<file path="src/rtl/urhb_pkg.sv">
`timescale 1ns / 1ps
// urhb_pkg: shared types and constants for the undo/redo history buffer
// no dependencies; imported by urhb_ctrl, urhb_dpath and the top level
package urhb_pkg;

    // fixed field widths of the channel words
    localparam int unsigned HANDLE_W  = 32;
    localparam int unsigned CMD_W     = 2;
    localparam int unsigned ACTION_W  = 2;
    localparam int unsigned CFG_W     = 5;

    // reset value of the max_length register
    localparam logic [CFG_W-1:0] MAX_LEN_RST = 5'd16;

    // input commands
    typedef enum logic [CMD_W-1:0] {
        CMD_ADD   = 2'd0,
        CMD_UNDO  = 2'd1,
        CMD_REDO  = 2'd2,
        CMD_CLEAR = 2'd3
    } t_cmd;

    // result action codes
    typedef enum logic [ACTION_W-1:0] {
        ACT_NONE   = 2'd0,
        ACT_EXEC   = 2'd1,
        ACT_UNEXEC = 2'd2
    } t_action;

    // kind of the last history step
    typedef enum logic [1:0] {
        KIND_ADD  = 2'd0,
        KIND_UNDO = 2'd1,
        KIND_REDO = 2'd2
    } t_kind;

    // controller states
    typedef enum logic [2:0] {
        ST_IDLE,
        ST_RD_ACT,
        ST_RD_UNDO,
        ST_RD_REDO,
        ST_FINISH
    } t_state;

    // which history slot the memory read port looks at
    typedef enum logic [1:0] {
        RD_NONE,
        RD_ACT,
        RD_UNDO,
        RD_REDO
    } t_rd_sel;

    // commands from controller to datapath
    typedef struct packed {
        logic    accept;
        t_rd_sel rd_sel;
        logic    cap_act;
        logic    cap_undo;
        logic    load_out;
    } t_dp_cmd;

    // input word
    typedef struct packed {
        logic [CMD_W-1:0]    command;
        logic [HANDLE_W-1:0] entry_handle;
    } t_in_word;

    // output word
    typedef struct packed {
        logic [ACTION_W-1:0] action;
        logic [HANDLE_W-1:0] action_handle;
        logic                refused;
        logic                undo_possible;
        logic                redo_possible;
        logic [HANDLE_W-1:0] next_undo_handle;
        logic [HANDLE_W-1:0] next_redo_handle;
    } t_out_word;

endpackage

</file>
<file path="src/rtl/urhb_ctrl.sv">
`timescale 1ns / 1ps
// urhb_ctrl: controller state machine sequencing accept, three history reads
// and the output register load; depends on urhb_pkg
module urhb_ctrl (
    input  logic              i_clk,
    input  logic              i_rst_n,
    input  logic              i_in_valid,
    input  logic              i_out_stall,
    output logic              o_in_stall,
    output logic              o_out_valid,
    output urhb_pkg::t_dp_cmd o_cmd
);
    import urhb_pkg::*;

    t_state r_state, n_state;
    logic   r_out_valid, n_out_valid;
    logic   can_load;

    // output register can take a word when empty or being drained
    assign can_load    = !r_out_valid || !i_out_stall;
    assign o_out_valid = r_out_valid;

    // next state
    always_comb begin
        n_state = r_state;
        case (r_state)
            ST_IDLE: begin
                if (i_in_valid) n_state = ST_RD_ACT;
            end
            ST_RD_ACT:  n_state = ST_RD_UNDO;
            ST_RD_UNDO: n_state = ST_RD_REDO;
            ST_RD_REDO: n_state = ST_FINISH;
            ST_FINISH: begin
                if (can_load) n_state = ST_IDLE;
            end
            default: n_state = ST_IDLE;
        endcase
    end

    // datapath commands and input stall
    always_comb begin
        o_in_stall     = 1'b1;
        o_cmd          = '0;
        o_cmd.rd_sel   = RD_NONE;
        case (r_state)
            ST_IDLE: begin
                o_in_stall   = 1'b0;
                o_cmd.accept = i_in_valid;
            end
            ST_RD_ACT: begin
                o_cmd.rd_sel = RD_ACT;
            end
            ST_RD_UNDO: begin
                o_cmd.rd_sel  = RD_UNDO;
                o_cmd.cap_act = 1'b1;
            end
            ST_RD_REDO: begin
                o_cmd.rd_sel   = RD_REDO;
                o_cmd.cap_undo = 1'b1;
            end
            ST_FINISH: begin
                o_cmd.load_out = can_load;
            end
            default: begin
                o_in_stall = 1'b1;
            end
        endcase
    end

    // output valid flag
    always_comb begin
        n_out_valid = r_out_valid;
        if (o_cmd.load_out) begin
            n_out_valid = 1'b1;
        end else if (r_out_valid && !i_out_stall) begin
            n_out_valid = 1'b0;
        end
    end

    always_ff @(posedge i_clk) begin
        if (!i_rst_n) begin
            r_state     <= ST_IDLE;
            r_out_valid <= 1'b0;
        end else begin
            r_state     <= n_state;
            r_out_valid <= n_out_valid;
        end
    end

endmodule

</file>
<file path="src/rtl/urhb_dpath.sv">
`timescale 1ns / 1ps
// urhb_dpath: history memory, ring pointer, cursor, step kind, limit register
// and result registers; depends on urhb_pkg
module urhb_dpath #(
    parameter int unsigned HISTORY_DEPTH = 16
) (
    input  logic                 i_clk,
    input  logic                 i_rst_n,
    input  logic                 i_cfg_we,
    input  logic [4:0]           i_cfg_wdata,
    input  urhb_pkg::t_in_word   i_in_word,
    input  urhb_pkg::t_dp_cmd    i_cmd,
    output urhb_pkg::t_out_word  o_out_word
);
    import urhb_pkg::*;

    localparam int unsigned AW = (HISTORY_DEPTH > 1) ? $clog2(HISTORY_DEPTH) : 1;
    localparam int unsigned CW = $clog2(HISTORY_DEPTH + 1);
    localparam int unsigned SW = CW + 1;
    localparam int unsigned LW = (CW > CFG_W) ? CW : CFG_W;

    // ring slot of logical entry idx
    function automatic logic [AW-1:0] slot_of(input logic [AW-1:0] oldest,
                                              input logic [CW-1:0] idx);
        logic [SW-1:0] s;
        s = SW'(oldest) + SW'(idx);
        if (s >= SW'(HISTORY_DEPTH)) s = s - SW'(HISTORY_DEPTH);
        return AW'(s);
    endfunction

    function automatic logic undo_ok(input logic [CW-1:0] cnt,
                                     input logic [CW-1:0] cur,
                                     input t_kind kind);
        return (cnt != '0) && ((kind == KIND_REDO) || (cur != '0));
    endfunction

    function automatic logic redo_ok(input logic [CW-1:0] cnt,
                                     input logic [CW-1:0] cur,
                                     input t_kind kind);
        logic ok;
        case (kind)
            KIND_UNDO: ok = 1'b1;
            KIND_REDO: ok = (SW'(cur) + SW'(1)) < SW'(cnt);
            KIND_ADD:  ok = cur < cnt;
            default:   ok = 1'b0;
        endcase
        return (cnt != '0) && ok;
    endfunction

    // history memory
    logic [HANDLE_W-1:0] r_mem [HISTORY_DEPTH];
    logic [HANDLE_W-1:0] r_rd_data;

    // history state
    logic [AW-1:0]    r_oldest, n_oldest;
    logic [CW-1:0]    r_count,  n_count;
    logic [CW-1:0]    r_cursor, n_cursor;
    t_kind            r_kind,   n_kind;
    logic [CFG_W-1:0] r_max_len;

    // per-item result fields
    t_action          r_action, n_action;
    logic             r_refused, n_refused;
    logic             r_undo_ok, n_undo_ok;
    logic             r_redo_ok, n_redo_ok;
    logic [AW-1:0]    r_act_slot, r_undo_slot, r_redo_slot;
    logic [AW-1:0]    n_act_slot, n_undo_slot, n_redo_slot;
    logic [HANDLE_W-1:0] r_act_handle, r_undo_handle;
    t_out_word        r_out_word;

    logic [LW-1:0]    max_ext, lim;
    logic             full;
    logic             we;
    logic [AW-1:0]    wslot;
    logic [CW-1:0]    act_idx, undo_idx, redo_idx;
    logic [AW-1:0]    rd_addr;
    logic [HANDLE_W-1:0] rd_word;

    // effective limit clamped to 1..depth
    always_comb begin
        max_ext = LW'(r_max_len);
        if (max_ext == '0) begin
            lim = LW'(1);
        end else if (max_ext > LW'(HISTORY_DEPTH)) begin
            lim = LW'(HISTORY_DEPTH);
        end else begin
            lim = max_ext;
        end
        full = LW'(r_count) >= lim;
    end

    // step update on accept
    always_comb begin
        n_oldest  = r_oldest;
        n_count   = r_count;
        n_cursor  = r_cursor;
        n_kind    = r_kind;
        n_action  = ACT_NONE;
        n_refused = 1'b0;
        we        = 1'b0;
        wslot     = slot_of(r_oldest, r_count);
        if (i_cmd.accept) begin
            case (t_cmd'(i_in_word.command))
                CMD_ADD: begin
                    we = 1'b1;
                    if (full) begin
                        // evict oldest, count stays
                        n_oldest = slot_of(r_oldest, CW'(1));
                    end else begin
                        n_count = r_count + CW'(1);
                    end
                    n_cursor = n_count;
                    n_kind   = KIND_ADD;
                end
                CMD_UNDO: begin
                    if (!undo_ok(r_count, r_cursor, r_kind)) begin
                        n_refused = 1'b1;
                    end else begin
                        if (r_kind == KIND_REDO) n_kind = KIND_UNDO;
                        else n_cursor = r_cursor - CW'(1);
                        n_action = ACT_UNEXEC;
                    end
                end
                CMD_REDO: begin
                    if (!redo_ok(r_count, r_cursor, r_kind)) begin
                        n_refused = 1'b1;
                    end else begin
                        if (r_kind == KIND_REDO) n_cursor = r_cursor + CW'(1);
                        else n_kind = KIND_REDO;
                        n_action = ACT_EXEC;
                    end
                end
                CMD_CLEAR: begin
                    n_oldest = '0;
                    n_count  = '0;
                    n_cursor = '0;
                    n_kind   = KIND_ADD;
                end
                default: begin
                    n_refused = 1'b0;
                end
            endcase
        end
    end

    // post-step flags and slots to read
    always_comb begin
        n_undo_ok   = undo_ok(n_count, n_cursor, n_kind);
        n_redo_ok   = redo_ok(n_count, n_cursor, n_kind);
        act_idx     = n_cursor;
        undo_idx    = (n_kind == KIND_REDO) ? n_cursor : n_cursor - CW'(1);
        redo_idx    = (n_kind == KIND_REDO) ? n_cursor + CW'(1) : n_cursor;
        n_act_slot  = slot_of(n_oldest, act_idx);
        n_undo_slot = slot_of(n_oldest, undo_idx);
        n_redo_slot = slot_of(n_oldest, redo_idx);
    end

    // read address select
    always_comb begin
        case (i_cmd.rd_sel)
            RD_ACT:  rd_addr = r_act_slot;
            RD_UNDO: rd_addr = r_undo_slot;
            RD_REDO: rd_addr = r_redo_slot;
            default: rd_addr = r_act_slot;
        endcase
    end

    assign rd_word = r_rd_data;

    // memory write and registered read
    always_ff @(posedge i_clk) begin
        if (we) r_mem[wslot] <= i_in_word.entry_handle;
        if (i_cmd.rd_sel != RD_NONE) r_rd_data <= r_mem[rd_addr];
    end

    // history state and limit register
    always_ff @(posedge i_clk) begin
        if (!i_rst_n) begin
            r_oldest  <= '0;
            r_count   <= '0;
            r_cursor  <= '0;
            r_kind    <= KIND_ADD;
            r_max_len <= MAX_LEN_RST;
        end else begin
            r_oldest <= n_oldest;
            r_count  <= n_count;
            r_cursor <= n_cursor;
            r_kind   <= n_kind;
            if (i_cfg_we) r_max_len <= i_cfg_wdata;
        end
    end

    // pending result fields
    always_ff @(posedge i_clk) begin
        if (i_cmd.accept) begin
            r_action    <= n_action;
            r_refused   <= n_refused;
            r_undo_ok   <= n_undo_ok;
            r_redo_ok   <= n_redo_ok;
            r_act_slot  <= n_act_slot;
            r_undo_slot <= n_undo_slot;
            r_redo_slot <= n_redo_slot;
        end
        if (i_cmd.cap_act) begin
            r_act_handle <= (r_action == ACT_NONE) ? '0 : rd_word;
        end
        if (i_cmd.cap_undo) begin
            r_undo_handle <= r_undo_ok ? rd_word : '0;
        end
        if (i_cmd.load_out) begin
            r_out_word.action           <= r_action;
            r_out_word.action_handle    <= r_act_handle;
            r_out_word.refused          <= r_refused;
            r_out_word.undo_possible    <= r_undo_ok;
            r_out_word.redo_possible    <= r_redo_ok;
            r_out_word.next_undo_handle <= r_undo_handle;
            r_out_word.next_redo_handle <= r_redo_ok ? rd_word : '0;
        end
    end

    assign o_out_word = r_out_word;

endmodule

</file>
<file path="src/rtl/undo_redo_history_buffer.sv">
`timescale 1ns / 1ps
// undo_redo_history_buffer: bounded undo/redo history of entry handles
// sequence: after the input accept, three reads of the history memory (action,
//   next-undo, next-redo) through its single read port, then the output load;
//   a new input word is accepted only after the previous result is loaded into
//   the output register, which waits while the output is stalled
// reset: synchronous active low; empties the history, max_length returns to 16,
//   history memory contents are not cleared
module undo_redo_history_buffer #(
    parameter int unsigned HISTORY_DEPTH = 16
) (
    input  logic                 i_clk,
    input  logic                 i_rst_n,
    input  logic                 i_cfg_we,
    input  logic [4:0]           i_cfg_wdata,
    input  logic                 i_in_valid,
    output logic                 o_in_stall,
    input  urhb_pkg::t_in_word   i_in_word,
    output logic                 o_out_valid,
    input  logic                 i_out_stall,
    output urhb_pkg::t_out_word  o_out_word
);
    import urhb_pkg::*;

    t_dp_cmd dp_cmd;

    // sequencer
    urhb_ctrl u_ctrl (
        .i_clk       (i_clk),
        .i_rst_n     (i_rst_n),
        .i_in_valid  (i_in_valid),
        .i_out_stall (i_out_stall),
        .o_in_stall  (o_in_stall),
        .o_out_valid (o_out_valid),
        .o_cmd       (dp_cmd)
    );

    // history storage and result datapath
    urhb_dpath #(
        .HISTORY_DEPTH (HISTORY_DEPTH)
    ) u_dpath (
        .i_clk       (i_clk),
        .i_rst_n     (i_rst_n),
        .i_cfg_we    (i_cfg_we),
        .i_cfg_wdata (i_cfg_wdata),
        .i_in_word   (i_in_word),
        .i_cmd       (dp_cmd),
        .o_out_word  (o_out_word)
    );

endmodule
</file>
<file path="config.mk">
export PLATFORM = sky130hd
export DESIGN_NAME = undo_redo_history_buffer
export DESIGN_NICKNAME = d
export VERILOG_FILES = /design/src/rtl/urhb_pkg.sv /design/src/rtl/urhb_ctrl.sv /design/src/rtl/urhb_dpath.sv /design/src/rtl/undo_redo_history_buffer.sv
export SDC_FILE = /design/constraint.sdc
export NUM_CORES = 1
export LEC_CHECK = 0
export BUFFER_PORTS_ARGS = -buffer_cell sky130_fd_sc_hd__buf_2
export CAP_MARGIN = 20
export CORE_MARGIN = 10
export CORE_UTILIZATION = 55
export CTS_BUF_LIST = sky130_fd_sc_hd__clkbuf_4
export CTS_CLUSTER_SIZE = 30
export DETAILED_ROUTE_END_ITERATION = 10
export PLACE_DENSITY = 0.8
export SYNTH_ARGS = -nofsm -noshare
export SYNTH_HDL_FRONTEND = slang
export SYNTH_SLANG_ARGS = --single-unit
export TNS_END_PERCENT = 5
</file>
<file path="constraint.sdc">
create_clock -name i_clk -period 8.1 [get_ports i_clk]
set_clock_uncertainty 0.15 [all_clocks]
set_input_delay 1.215 -clock i_clk [delete_from_list [all_inputs] [get_ports i_clk]]
set_output_delay 1.215 -clock i_clk [all_outputs]
set_load 0.1 [all_outputs]
</file>
==> out/qor.txt, run 1 <==
Proportion of synthesized area in mux cells -> 11.2%
Gates resized, CTS repair -> 0
Async set-or-reset flop fraction in the synthesized netlist -> 0%
Clock tree root buffer cell -> sky130_fd_sc_hd__clkbuf_4
Vias in the first global route -> 16130
GR Util met2 -> 31.1%
Via count -> 15485
Worst EP required -> 8.78 ns
Routed WL -> 61.5 mm
Multi-input gate area in the final layout -> 7200 um^2
Category of the worst setup path capture point -> register
Slowest stage cell, crit path -> sky130_fd_sc_hd__dfxtp_1
CP most frequent cell -> sky130_fd_sc_hd__ha_1
Number of vias per cell after detailed routing -> 5.83
Design area -> 33700 um^2
Syn Std Cell Area -> 29700 um^2
Cell Area, Placed -> 31400 um^2
VDD IR-drop max -> 0.000153 V
Global-route wire length before repair -> 95.2 mm
Class of the most critical setup path -> register to register
Routed WL per cell -> 23.2 um
Max transition margin -> 29.4%
Maximum operating frequency -> 0.189 GHz
Buffers from clock root to sink, at most -> 3
CTS clock-pin slew for the worst setup and hold paths -> 0.06 ns
Number of flip-flops and latches in the synthesized netlist -> 751
TritonCTS clock tree -> done
Result of the run -> completed
Weighted congestion at the end of routability-driven global placement -> 0.844
Most instantiated flip-flop cell in the synthesis netlist -> sky130_fd_sc_hd__edfxtp_1
Hold-fix buffer count after cts -> 0
Detailed Place HPWL -> 35.6 mm
Worst hold slack -> 0.246 ns
Gate count of the mapped netlist -> 1539
Area of the die -> 63700 um^2
Routing usage on met1 -> 25.5%
Leak Pwr -> 11.5 nW
Number of top-level pins -> 147
Total power of the final layout -> 8.46 mW
Clock latency on the worst-skew pair -> 1.01 ns
Most congested layer reported by global routing -> met2
Count of buffers added by post-CTS timing repair for setup -> 0
Global routing usage on met3 -> 6.28%
Initial antenna violation count -> 9
Number of cell rows -> 85
Seq/Total Area, Yosys -> 75.1%
Summed negative setup slack over all endpoints -> 0 ns
Final Hold Fails -> 0
Count of flip-flops with a built-in enable after synthesis -> 726
Effective utilization at floorplan -> 55.4%
Worst Path Max Fanout -> 12
Adder-cell share of the synthesized area -> 2.17%
Combinational family with the most area after synthesis -> multiplexers
Pins Over Slew Limit -> 0
Clock buffer count from CTS -> 178
CTS H-tree depth -> 4
Floorplan Core Area -> 53600 um^2
Power per cell area -> 251 nW/um^2
Clock sink count -> 751
Chip height -> 252 um
Synthesized area per cell -> 19.3 um^2
Highest-count cells in the layout ignoring fill and taps -> sky130_fd_sc_hd__edfxtp_1 (726), sky130_fd_sc_hd__clkbuf_4 (243), sky130_fd_sc_hd__buf_2 (146), sky130_fd_sc_hd__mux4_2 (128), sky130_fd_sc_hd__nor2b_1 (77)
Flip-flop and latch area -> 22300 um^2
Period utilisation layout -> 65.3%
Distinct cells, synth -> 72
Synth warn -> 0
Port Buf Inserts -> 146
Final setup violating endpoints -> 0
Least-Margin Pin Slew -> 1.06 ns
Count of routing violations after the opening detailed-route iteration -> 1435
Maximum capacitance violations -> 0
Xor and xnor fraction of the mapped netlist area -> 0.864%
Most common cell after layout, fill and taps aside -> sky130_fd_sc_hd__edfxtp_1
Pin count of the biggest net entering global routing -> 88
Minimum clock period after layout -> 5.29 ns
Relative area change from synthesis to final layout -> 13.4%
Number of nets in the layout -> 1917
First-pass iteration count of the detailed router -> 5
Total global-route track usage -> 19.8%
Unrepaired setup endpoints after global routing -> no
Critical Path, Cell by Cell -> nand3_1 > xnor2_1 > ha_1 > or3_1 > o221a_2 > o31ai_1 > a311oi_1 > a32oi_4 > ha_1 > xor2_1 > ha_1 > a21oi_1 > nor2b_1 > o21ai_0 > nand2b_1 > a2111oi_0 > o31ai_1 > a21oi_1
Endpoint arrival time on the critical path -> 5.97 ns
Post-detailed-route count of antenna-violating nets -> 0
Syn nets -> 1632
Layout cell share with drive strength beyond 1 -> 31.3%
Simple-gate share of the synthesized area -> 5.39%
Startpoint type of the worst setup path -> register
Overall overflow remaining after global route -> 0
Remaining design rule violation count -> 0
DIE WIDTH -> 252 um
Delay of the slowest cell on the worst path -> 0.58 ns
Kind of path behind the tightest hold check -> register to register
Filler instances -> 3631
Compound-cell area share of the yosys netlist -> 3.98%
## cell type report
type | count | area share [%]
Multi-Input combinational cell | 694 | 21.4
Timing Repair Buffer | 174 | 2.79
Tap cell | 696 | 2.59
Inverter | 25 | 0.279
Clock buffer | 243 | 5.42
Antenna cell | 6 | 0.0446
Clock inverter | 65 | 1.27
Sequential cell | 751 | 66.2
## flip-flops by register name, summed over array words and instances, names as in the netlist
| register | cells |
|---|---|
| u_dpath.r_count | 5 |
| u_dpath.r_rd_data | 32 |
| u_dpath.r_mem | 512 |
| u_ctrl.o_out_valid | 1 |
| u_dpath.r_undo_slot | 4 |
| u_dpath.r_action | 2 |
| u_dpath.r_oldest | 4 |
| u_dpath.r_act_handle | 32 |
| u_dpath.o_out_word | 101 |
| u_dpath.r_cursor | 5 |
| u_dpath.r_undo_handle | 32 |
| u_dpath.r_act_slot | 4 |
| u_ctrl.r_state | 3 |
| u_dpath.r_kind | 2 |
| u_dpath.r_redo_ok | 1 |
| u_dpath.r_undo_ok | 1 |
| u_dpath.max_ext | 5 |
| u_dpath.r_redo_slot | 4 |
| u_dpath.r_refused | 1 |
## logic make-up (layout without fill, tap and decap cells)
logic type	Yosys count	after routing
adders and majority gates	49	49
DFF	751	751
muxes	171	171
other	0	6
xor gates and xnor gates	26	26
and+or+nand+nor	281	281
AOI/OAI and AO/OA	167	167
buffers and inverters	94	507
## critical path: cells and delay by family, from the launching register on
family | cells | cell delay (ns)
AOI/OAI and AO/OA | 9 | 2.41
xor gates and xnor gates | 2 | 0.40
adders and majority gates | 3 | 0.80
DFF | 1 | 0.58
and+or+nand+nor | 4 | 0.78
## Yosys cell counts, drive strengths merged (9+ instances only)
library cell	n	share of area, %
edfxtp	726	73
mux2i	42	1.4
o21ai	13	0.23
clkbuf	39	0.51
inv	25	0.32
a211oi	33	0.83
buf	30	0.54
nor2	45	0.57
nand2b	9	0.19
and2	74	1.6
ha	45	1.9
a21oi	56	0.96
xnor2	16	0.47
nand2	34	0.44
a21o	12	0.30
mux4	128	9.7
nor2b	77	1.6
dfxtp	25	1.7
## stage by stage
stage               setup slack [ns]  instances  utilization (%)
finish                          2.81       2654             62.8
global route                    2.48       2652             62.8
CTS                             2.91       2648             62.8
detailed placement              2.74       2340             58.6
global placement                2.91       2340             58.6
floorplan                       1.25       1539                -
## routing by layer
metal / wire (um) / vias to the layer above
li1: - / 6855
met1: 24600 / 7781
met2: 30200 / 729
met3: 5400 / 112
met4: 1210 / 8
met5: 67 / -
## worst paths after layout
| check | start | end | slack (ns) | cells past startpoint |
|---|---|---|---|---|
| worst max register to register | u_dpath.r_cursor[2]$_SDFF_PN0_ | u_dpath.r_redo_ok$_DFFE_PP_ | 2.81 | 18 |
| worst min register to register | u_dpath.r_undo_handle[20]$_SDFFCE_PN0P_ | u_dpath.o_out_word[52]$_DFFE_PP_ | 0.25 | 0 |
| worst max-delay path | u_dpath.r_cursor[2]$_SDFF_PN0_ | u_dpath.r_redo_ok$_DFFE_PP_ | 2.81 | 18 |
| worst min-delay path | u_dpath.r_undo_handle[20]$_SDFFCE_PN0P_ | u_dpath.o_out_word[52]$_DFFE_PP_ | 0.25 | 0 |
## power by group
group / total, mW / switching (mW) / internal [mW]
clock: 3.01 / 1.45 / 1.56
combinational: 1.00 / 0.583 / 0.420
sequential: 4.44 / 0.0549 / 4.39
(Power assumes the default switching activity.)
==> run 2: changes to the inputs <==
Settings changed: ABC_AREA set to 1.
Clock period 8.1 ns to 5.2 ns, I/O delays scaled along.
==> run 2 against run 1 <==
  * Combinational power increased by 66%
  * Cell area rose by 5.5%
  * Maximum frequency up 13%
  * Register-to-register slack got worse by 2.3 ns
  * Die area grew 4.1%
  * Largest power group unchanged
==> out/qor.txt, run 2 <==
Endpoint arrival time on the critical path -> 5.25 ns (was 5.97 ns)
Relative area change from synthesis to final layout -> 14.4% (was 13.4%)
Total power of the final layout -> 13.3 mW (was 8.46 mW)
Syn nets -> 2466 (was 1632)
Via count -> 19369 (was 15485)
Chip height -> 258 um (was 252 um)
Count of flip-flops with a built-in enable after synthesis -> 726 (unchanged)
Reg-to-Reg Start -> u_dpath.max_ext[0]$_SDFFE_PN0P_ (was u_dpath.r_cursor[2]$_SDFF_PN0_)
Layout cell share with drive strength beyond 1 -> 20.3% (was 31.3%)
DIE WIDTH -> 258 um (was 252 um)
First-pass iteration count of the detailed router -> 6 (was 5)
Initial antenna violation count -> 5 (was 9)
Minimum clock period after layout -> 4.68 ns (was 5.29 ns)
Proportion of netlist area held by the largest area contributor -> 70.2% (was 73.4%)
Async set-or-reset flop fraction in the synthesized netlist -> 0% (unchanged)
Hold-fix buffer count after cts -> 48 (was 0)
Biggest area contributors in the synthesized netlist -> sky130_fd_sc_hd__edfxtp_1 (70%), sky130_fd_sc_hd__inv_1 (4.4%), sky130_fd_sc_hd__nand2_1 (3.4%) (was sky130_fd_sc_hd__edfxtp_1 (73%), sky130_fd_sc_hd__mux4_2 (9.7%), sky130_fd_sc_hd__ha_1 (1.9%))
Maximum capacitance violations -> 0 (unchanged)
Gate count of the mapped netlist -> 2373 (was 1539)
CP most frequent cell -> sky130_fd_sc_hd__nand2_1 (was sky130_fd_sc_hd__ha_1)
Hold Crit Start -> i_in_valid (was u_dpath.r_undo_handle[20]$_SDFFCE_PN0P_)
Buffers from clock root to sink, at most -> 3 (unchanged)
Total global-route track usage -> 20.3% (was 19.8%)
Most instantiated flip-flop cell in the synthesis netlist -> sky130_fd_sc_hd__edfxtp_1 (unchanged)
CTS H-tree depth -> 4 (unchanged)
Most common cell after layout, fill and taps aside -> sky130_fd_sc_hd__edfxtp_1 (unchanged)
Summed negative setup slack over all endpoints -> 0 ns (unchanged)
Syn Std Cell Area -> 31000 um^2 (was 29700 um^2)
Power per cell area -> 374 nW/um^2 (was 251 nW/um^2)
Highest-count cells in the layout ignoring fill and taps -> sky130_fd_sc_hd__edfxtp_1 (726), sky130_fd_sc_hd__inv_1 (362), sky130_fd_sc_hd__nand2_1 (285), sky130_fd_sc_hd__clkbuf_4 (256), sky130_fd_sc_hd__o21ai_0 (196) (was sky130_fd_sc_hd__edfxtp_1 (726), sky130_fd_sc_hd__clkbuf_4 (243), sky130_fd_sc_hd__buf_2 (146), sky130_fd_sc_hd__mux4_2 (128), sky130_fd_sc_hd__nor2b_1 (77))
Leak Pwr -> 14.0 nW (was 11.5 nW)
TritonCTS clock tree -> done (unchanged)
Final setup violating endpoints -> 0 (unchanged)
Post-detailed-route count of antenna-violating nets -> 0 (unchanged)
Startpoint type of the worst setup path -> register (unchanged)
Number of nets in the layout -> 2769 (was 1917)
Detailed Place HPWL -> 41.1 mm (was 35.6 mm)
Unrepaired setup endpoints after global routing -> no (unchanged)
Vias in the first global route -> 19130 (was 16130)
Leading area contributor after synthesis -> sky130_fd_sc_hd__edfxtp_1 (unchanged)
Routed WL -> 67.8 mm (was 61.5 mm)
Number of flip-flops and latches in the synthesized netlist -> 751 (unchanged)
Largest register by flop count -> u_dpath.r_mem (unchanged)
Synth warn -> 0 (unchanged)
Final Hold Fails -> 0 (unchanged)
Clock latency on the worst-skew pair -> 1.00 ns (was 1.01 ns)
Port Buf Inserts -> 146 (unchanged)
Worst Path Max Fanout -> 9 (was 12)
Class of the most critical setup path -> register to register (unchanged)
Clock buffer count from CTS -> 175 (was 178)
Start point of the critical path -> u_dpath.max_ext[0]$_SDFFE_PN0P_ (was u_dpath.r_cursor[2]$_SDFF_PN0_)
Number of cell rows -> 87 (was 85)
Floorplan Core Area -> 56200 um^2 (was 53600 um^2)
Maximum operating frequency -> 0.214 GHz (was 0.189 GHz)
Delay of the slowest cell on the worst path -> 0.57 ns (was 0.58 ns)
CTS clock-pin slew for the worst setup and hold paths -> 0.06 ns (about the same)
Clock sink count -> 751 (unchanged)
Critical Path, Cell by Cell -> or4_1 > nand2_1 > nand2_1 > ha_1 > nand2_1 > o21a_1 > nand3_1 > inv_1 > nand2_1 > o21ai_0 > o21ai_0 > inv_1 > nand2_1 > nand2_2 > ha_1 > o21ai_0 > ha_1 > a21o_1 > a21oi_1 > nand3b_1 > nand2_1 > xor2_1 > inv_1 (was nand3_1 > xnor2_1 > ha_1 > or3_1 > o221a_2 > o31ai_1 > a311oi_1 > a32oi_4 > ha_1 > xor2_1 > ha_1 > a21oi_1 > nor2b_1 > o21ai_0 > nand2b_1 > a2111oi_0 > o31ai_1 > a21oi_1)
Category of the worst setup path capture point -> register (unchanged)
Commonest cells post-synth -> sky130_fd_sc_hd__edfxtp_1 (726), sky130_fd_sc_hd__inv_1 (363), sky130_fd_sc_hd__nand2_1 (285) (was sky130_fd_sc_hd__edfxtp_1 (726), sky130_fd_sc_hd__mux4_2 (128), sky130_fd_sc_hd__nor2b_1 (77))
Pins Over Slew Limit -> 0 (unchanged)
Overall overflow remaining after global route -> 0 (unchanged)
Routed WL per cell -> 19.0 um (was 23.2 um)
Pin count of the biggest net entering global routing -> 155 (was 88)
Gates resized, CTS repair -> 0 (unchanged)
Result of the run -> completed (unchanged)
Slowest stage cell, crit path -> sky130_fd_sc_hd__or4_1 (was sky130_fd_sc_hd__dfxtp_1)
Flip-flop count of the largest register after layout -> 512 (unchanged)
Worst EP required -> 5.77 ns (was 8.78 ns)
Weighted congestion at the end of routability-driven global placement -> 0.864 (was 0.844)
Count of buffers added by post-CTS timing repair for setup -> 0 (unchanged)
Synthesized area per cell -> 13.1 um^2 (was 19.3 um^2)
Least-Margin Pin Slew -> 0.894 ns (was 1.06 ns)
Remaining design rule violation count -> 0 (unchanged)
Distinct cells, synth -> 54 (was 72)
Kind of path behind the tightest hold check -> primary input to register (was register to register)
Area of the die -> 66300 um^2 (was 63700 um^2)
Period utilisation layout -> 89.9% (was 65.3%)
Count of routing violations after the opening detailed-route iteration -> 1993 (was 1435)
Clock tree root buffer cell -> sky130_fd_sc_hd__clkbuf_4 (unchanged)
Number of vias per cell after detailed routing -> 5.42 (was 5.83)
Max transition margin -> 40.4% (was 29.4%)
Cell with the most instances after synthesis -> sky130_fd_sc_hd__edfxtp_1 (unchanged)
Number of top-level pins -> 147 (unchanged)
Effective utilization at floorplan -> 55.3% (was 55.4%)
Seq/Total Area, Yosys -> 71.8% (was 75.1%)
VDD IR-drop max -> 0.000230 V (was 0.000153 V)
Global-route wire length before repair -> 105 mm (was 95.2 mm)
-- run 2: cell types whose count changed after synthesis, sizes merged, moves of 18 or more --
cell | previous run | this run
a211oi | 33 | 1
a21oi | 56 | 120
and2 | 74 | 0
buf | 30 | 48
clkbuf | 39 | 63
inv | 25 | 376
mux2i | 42 | 64
mux4 | 128 | 0
nand2 | 34 | 298
nor2 | 45 | 108
nor2b | 77 | 0
o211ai | 6 | 35
o21ai | 13 | 311
o221ai | 1 | 64
-- run 2: cells by family (layout without fill, tap and decap cells) --
| kind of cell | count (synthesis) | after routing | synth area share (%) |
|---|---|---|---|
| xor gates and xnor gates | 22 | 22 | 0.681 |
| muxes | 64 | 64 | 2.06 |
| other | 0 | 2 | 0 |
| AOI/OAI and AO/OA | 550 | 550 | 10.7 |
| adders and majority gates | 49 | 49 | 2.07 |
| buffers and inverters | 487 | 931 | 6.40 |
| DFF | 751 | 751 | 71.8 |
| and+or+nand+nor | 450 | 450 | 6.28 |
-- run 2: path summary, 6_finish.rpt --
path,end,slack [ns],depth (start not counted)
worst max-delay path,u_dpath.r_undo_slot[3]$_DFFE_PP_,0.52,23
worst max register to register,u_dpath.r_undo_slot[3]$_DFFE_PP_,0.52,23
worst min-delay path,u_ctrl.r_state[0]$_SDFFE_PN0P_,0.14,3
worst min register to register,u_dpath.o_out_word[36]$_DFFE_PP_,0.24,0
-- run 2: area by class of cell --
cell class,instances,area (um^2)
repair buffers,237,1630
inverters,376,1420
diodes,2,5.00
clock buffers,256,1920
multi-input cells,1135,6920
well taps,756,946
clock inverters,62,370
fillers,4016,20700
flip-flops and latches,751,22300
-- run 2: power breakdown --
| part | total (mW) | switching (mW) | internal (mW) | leakage (nW) |
|---|---|---|---|---|
| registers | 6.91 | 0.0917 | 6.82 | 6.79 |
| clock network | 4.72 | 2.29 | 2.43 | 1.35 |
| logic | 1.66 | 1.16 | 0.506 | 5.87 |
-- run 2: critical path, delay by kind of cell (launching register included) --
kind / cells / cell delay, ns
AOI/OAI and AO/OA: 6 / 1.12
xor gates and xnor gates: 1 / 0.12
adders and majority gates: 3 / 0.99
buffers and inverters: 3 / 0.24
DFF: 1 / 0.33
and+or+nand+nor: 10 / 1.46
-- run 2: through the flow --
stage	setup slack, ns	cells	hold WS (ns)	utilization, %	instance area [um^2]
2_1_floorplan	1.04	2373	0.250	-	31000
3_3_place_gp	0.741	3206	0.253	58.2	32700
3_5_place_dp	0.573	3206	0.255	58.2	32700
4_1_cts	0.574	3572	0.00240	63.2	35500
5_1_grt	0.0788	3575	0.0893	63.2	35500
6_report	0.525	3575	0.136	63.2	35500
-- run 2: per-layer routing --
metal / GRT usage [%] / part of all wire, % / vias to the layer above
li1: - / - / 9099
met1: 25.3 / 40 / 9277
met2: 33.0 / 49 / 836
met3: 5.41 / 8.2 / 153
met4: 8.74 / 2.7 / 4
met5: 0 / 0.040 / -
==> run 3: changes to the inputs <==
Clock period 5.2 ns to 4.71 ns, I/O delays scaled along.
==> run 3 against run 2 <==
  * Die area unchanged
  * Largest cell class unchanged
  * Global-route usage decreased by 0.12 points
  * Routed wire length decreased by 0.38%
  * Clock-buffer cell count decreased by 3
  * Combinational power increased by 11%
  * Total power increased by 9.1%
  * Sequential share of layout area about the same
  * Sequential cell count unchanged
  * Via count about the same
==> out/qor.txt, run 3 (synthesized netlist as in run 2, its figures left out) <==
Result of the run -> completed (unchanged)
Layout cell share with drive strength beyond 1 -> 20.1% (was 20.3%)
Placed cell count -> 3208 (was 3206)
Most common cell after layout, fill and taps aside -> sky130_fd_sc_hd__edfxtp_1 (unchanged)
Flip-flop and latch area -> 22300 um^2 (unchanged)
Via count -> 19362 (was 19369)
Chip height -> 258 um (unchanged)
Power per cell area -> 409 nW/um^2 (was 374 nW/um^2)
Routing usage on met1 -> 25.2% (was 25.3%)
Clock buffer count from CTS -> 176 (was 175)
Initial antenna violation count -> 6 (was 5)
Filler instances -> 4020 (was 4016)
Worst hold slack -> 0.209 ns (was 0.136 ns)
Routed WL -> 67.6 mm (was 67.8 mm)
Largest register by flop count -> u_dpath.r_mem (unchanged)
Routed WL per cell -> 18.9 um (was 19.0 um)
Total global-route track usage -> 20.2% (was 20.3%)
Global-route wire length before repair -> 104 mm (was 105 mm)
Kind of path behind the tightest hold check -> primary input to register (unchanged)
Worst EP required -> 5.30 ns (was 5.77 ns)
Pins Over Slew Limit -> 0 (unchanged)
CTS clock-pin slew for the worst setup and hold paths -> 0.08 ns (was 0.06 ns)
Period utilisation layout -> 91.3% (was 89.9%)
Number of top-level pins -> 147 (unchanged)
Summed negative setup slack over all endpoints -> 0 ns (unchanged)
Port Buf Inserts -> 146 (unchanged)
Least-Margin Pin Slew -> 0.885 ns (was 0.894 ns)
Maximum operating frequency -> 0.233 GHz (was 0.214 GHz)
Floorplan Core Area -> 56200 um^2 (unchanged)
Post-detailed-route count of antenna-violating nets -> 0 (unchanged)
Worst-case setup margin in the final layout -> 0.411 ns (was 0.525 ns)
Class of the most critical setup path -> register to register (unchanged)
Category of the worst setup path capture point -> register (unchanged)
Number of nets in the layout -> 2774 (was 2769)
CTS H-tree depth -> 4 (unchanged)
Remaining design rule violation count -> 0 (unchanged)
DIE WIDTH -> 258 um (unchanged)
Final setup violating endpoints -> 0 (unchanged)
Post-layout instance count excluding filler cells -> 3567 (was 3575)
Minimum clock period after layout -> 4.30 ns (was 4.68 ns)
Relative area change from synthesis to final layout -> 14.3% (was 14.4%)
Multi-input gate area in the final layout -> 6920 um^2 (unchanged)
First-pass iteration count of the detailed router -> 5 (was 6)
Endpoint arrival time on the critical path -> 4.89 ns (was 5.25 ns)
GR Util met2 -> 33.1% (was 33.0%)
Startpoint type of the worst setup path -> register (unchanged)
Global routing usage on met3 -> 5.29% (was 5.41%)
Count of routing violations after the opening detailed-route iteration -> 2201 (was 1993)
Detailed Place HPWL -> 40.3 mm (was 41.1 mm)
TritonCTS clock tree -> done (unchanged)
Area of the die -> 66300 um^2 (unchanged)
Buffers from clock root to sink, at most -> 3 (unchanged)
Pin count of the biggest net entering global routing -> 157 (was 155)
Overall overflow remaining after global route -> 0 (unchanged)
Max transition margin -> 41.0% (was 40.4%)
Highest-count cells in the layout ignoring fill and taps -> sky130_fd_sc_hd__edfxtp_1 (726), sky130_fd_sc_hd__inv_1 (361), sky130_fd_sc_hd__nand2_1 (285), sky130_fd_sc_hd__clkbuf_4 (253), sky130_fd_sc_hd__o21ai_0 (194) (was sky130_fd_sc_hd__edfxtp_1 (726), sky130_fd_sc_hd__inv_1 (362), sky130_fd_sc_hd__nand2_1 (285), sky130_fd_sc_hd__clkbuf_4 (256), sky130_fd_sc_hd__o21ai_0 (196))
VDD IR-drop max -> 0.000264 V (was 0.000230 V)
Clock tree root buffer cell -> sky130_fd_sc_hd__clkbuf_4 (unchanged)
Unrepaired setup endpoints after global routing -> no (unchanged)
Leak Pwr -> 14.0 nW (about the same)
Setup Slack @ Placement -> 0.229 ns (was 0.573 ns)
Number of cell rows -> 87 (unchanged)
Maximum capacitance violations -> 0 (unchanged)
Worst Path Max Fanout -> 5 (was 9)
Number of vias per cell after detailed routing -> 5.43 (was 5.42)
Clock sink count -> 751 (unchanged)
Most congested layer reported by global routing -> met2 (unchanged)
Clock latency on the worst-skew pair -> 1.00 ns (about the same)
Flip-flop count of the largest register after layout -> 512 (unchanged)
Final Hold Fails -> 0 (unchanged)
Effective utilization at floorplan -> 55.3% (unchanged)
Weighted congestion at the end of routability-driven global placement -> 0.843 (was 0.864)
Vias in the first global route -> 19097 (was 19130)
-- run 3: changes by cell type in the layout (fill, tap and decap cells not counted), sizes merged --
cell,change
buf,+3
bufinv,-1
clkbuf,-3
clkinv,-5
clkinvlp,-1
dlygate4sd3,+1
inv,-2
-- run 3: cell type report --
type                    count  share of cell area (%)
clock inverters            53                   0.818
inverters                 376                    3.99
repair buffers            241                    4.82
flip-flops and latches    751                    62.8
multi-input cells        1135                    19.5
diodes                      2                  0.0141
clock buffers             253                    5.35
well taps                 756                    2.67
-- run 3: where the power goes --
group	switching, mW	total (mW)	internal [mW]
Clock	2.44	5.02	2.58
Combinational	1.28	1.85	0.573
Sequential	0.0988	7.63	7.53
-- run 3: critical path, stage by stage, from the launching register on --
cell                       delay [ns]
sky130_fd_sc_hd__dfxtp_1         0.33
sky130_fd_sc_hd__or4_1           0.50
sky130_fd_sc_hd__nand2_1         0.10
sky130_fd_sc_hd__nand2_1         0.07
sky130_fd_sc_hd__ha_1            0.30
sky130_fd_sc_hd__nand2_1         0.07
sky130_fd_sc_hd__o21a_1          0.19
sky130_fd_sc_hd__nand3_1         0.17
sky130_fd_sc_hd__inv_2           0.10
sky130_fd_sc_hd__nand2_1         0.07
sky130_fd_sc_hd__o21ai_1         0.09
sky130_fd_sc_hd__o21ai_0         0.17
sky130_fd_sc_hd__inv_1           0.05
sky130_fd_sc_hd__nand2_1         0.07
sky130_fd_sc_hd__nand2_2         0.06
sky130_fd_sc_hd__ha_1            0.33
sky130_fd_sc_hd__o21ai_1         0.25
sky130_fd_sc_hd__ha_1            0.28
sky130_fd_sc_hd__a21o_1          0.15
sky130_fd_sc_hd__a21oi_1         0.16
sky130_fd_sc_hd__nand3b_1        0.13
sky130_fd_sc_hd__nand2_1         0.06
sky130_fd_sc_hd__xor2_1          0.13
sky130_fd_sc_hd__inv_1           0.05
-- run 3: final timing paths --
path                                          startpoint                          endpoint  slack (ns)  cells after the start
hold reg to reg   u_dpath.r_act_handle[15]$_SDFFCE_PN0P_  u_dpath.o_out_word[82]$_DFFE_PP_        0.25                      0
setup / recovery         u_dpath.max_ext[2]$_SDFFE_PN0P_  u_dpath.r_undo_slot[3]$_DFFE_PP_        0.41                     23
setup reg to reg         u_dpath.max_ext[2]$_SDFFE_PN0P_  u_dpath.r_undo_slot[3]$_DFFE_PP_        0.41                     23
hold / removal                                   i_rst_n     u_dpath.r_count[0]$_SDFF_PN0_        0.21                      3
-- run 3: through the flow --
step	area (um^2)	util (%)	total power, mW
6_report	35500	63.2	14.5
5_1_grt	35500	63.2	15.2
4_1_cts	35400	63.1	14.6
3_5_place_dp	32800	58.3	9.55
3_3_place_gp	32800	58.3	9.47
2_1_floorplan	31000	-	9.03
-- run 3: what timing repair did --
item | in CTS | in global routing
endpoints found under the setup margin | 0 | 1
endpoints found under the hold margin | 520 | 0
buffers inserted | 0 | 0
hold buffers | 49 | 0
gates resized for setup | 0 | 3
-- run 3: metal layers --
metal / vias up / wire (um)
li1: 9103 / -
met1: 9198 / 26600
met2: 900 / 33200
met3: 157 / 6050
met4: 4 / 1750
met5: - / 27
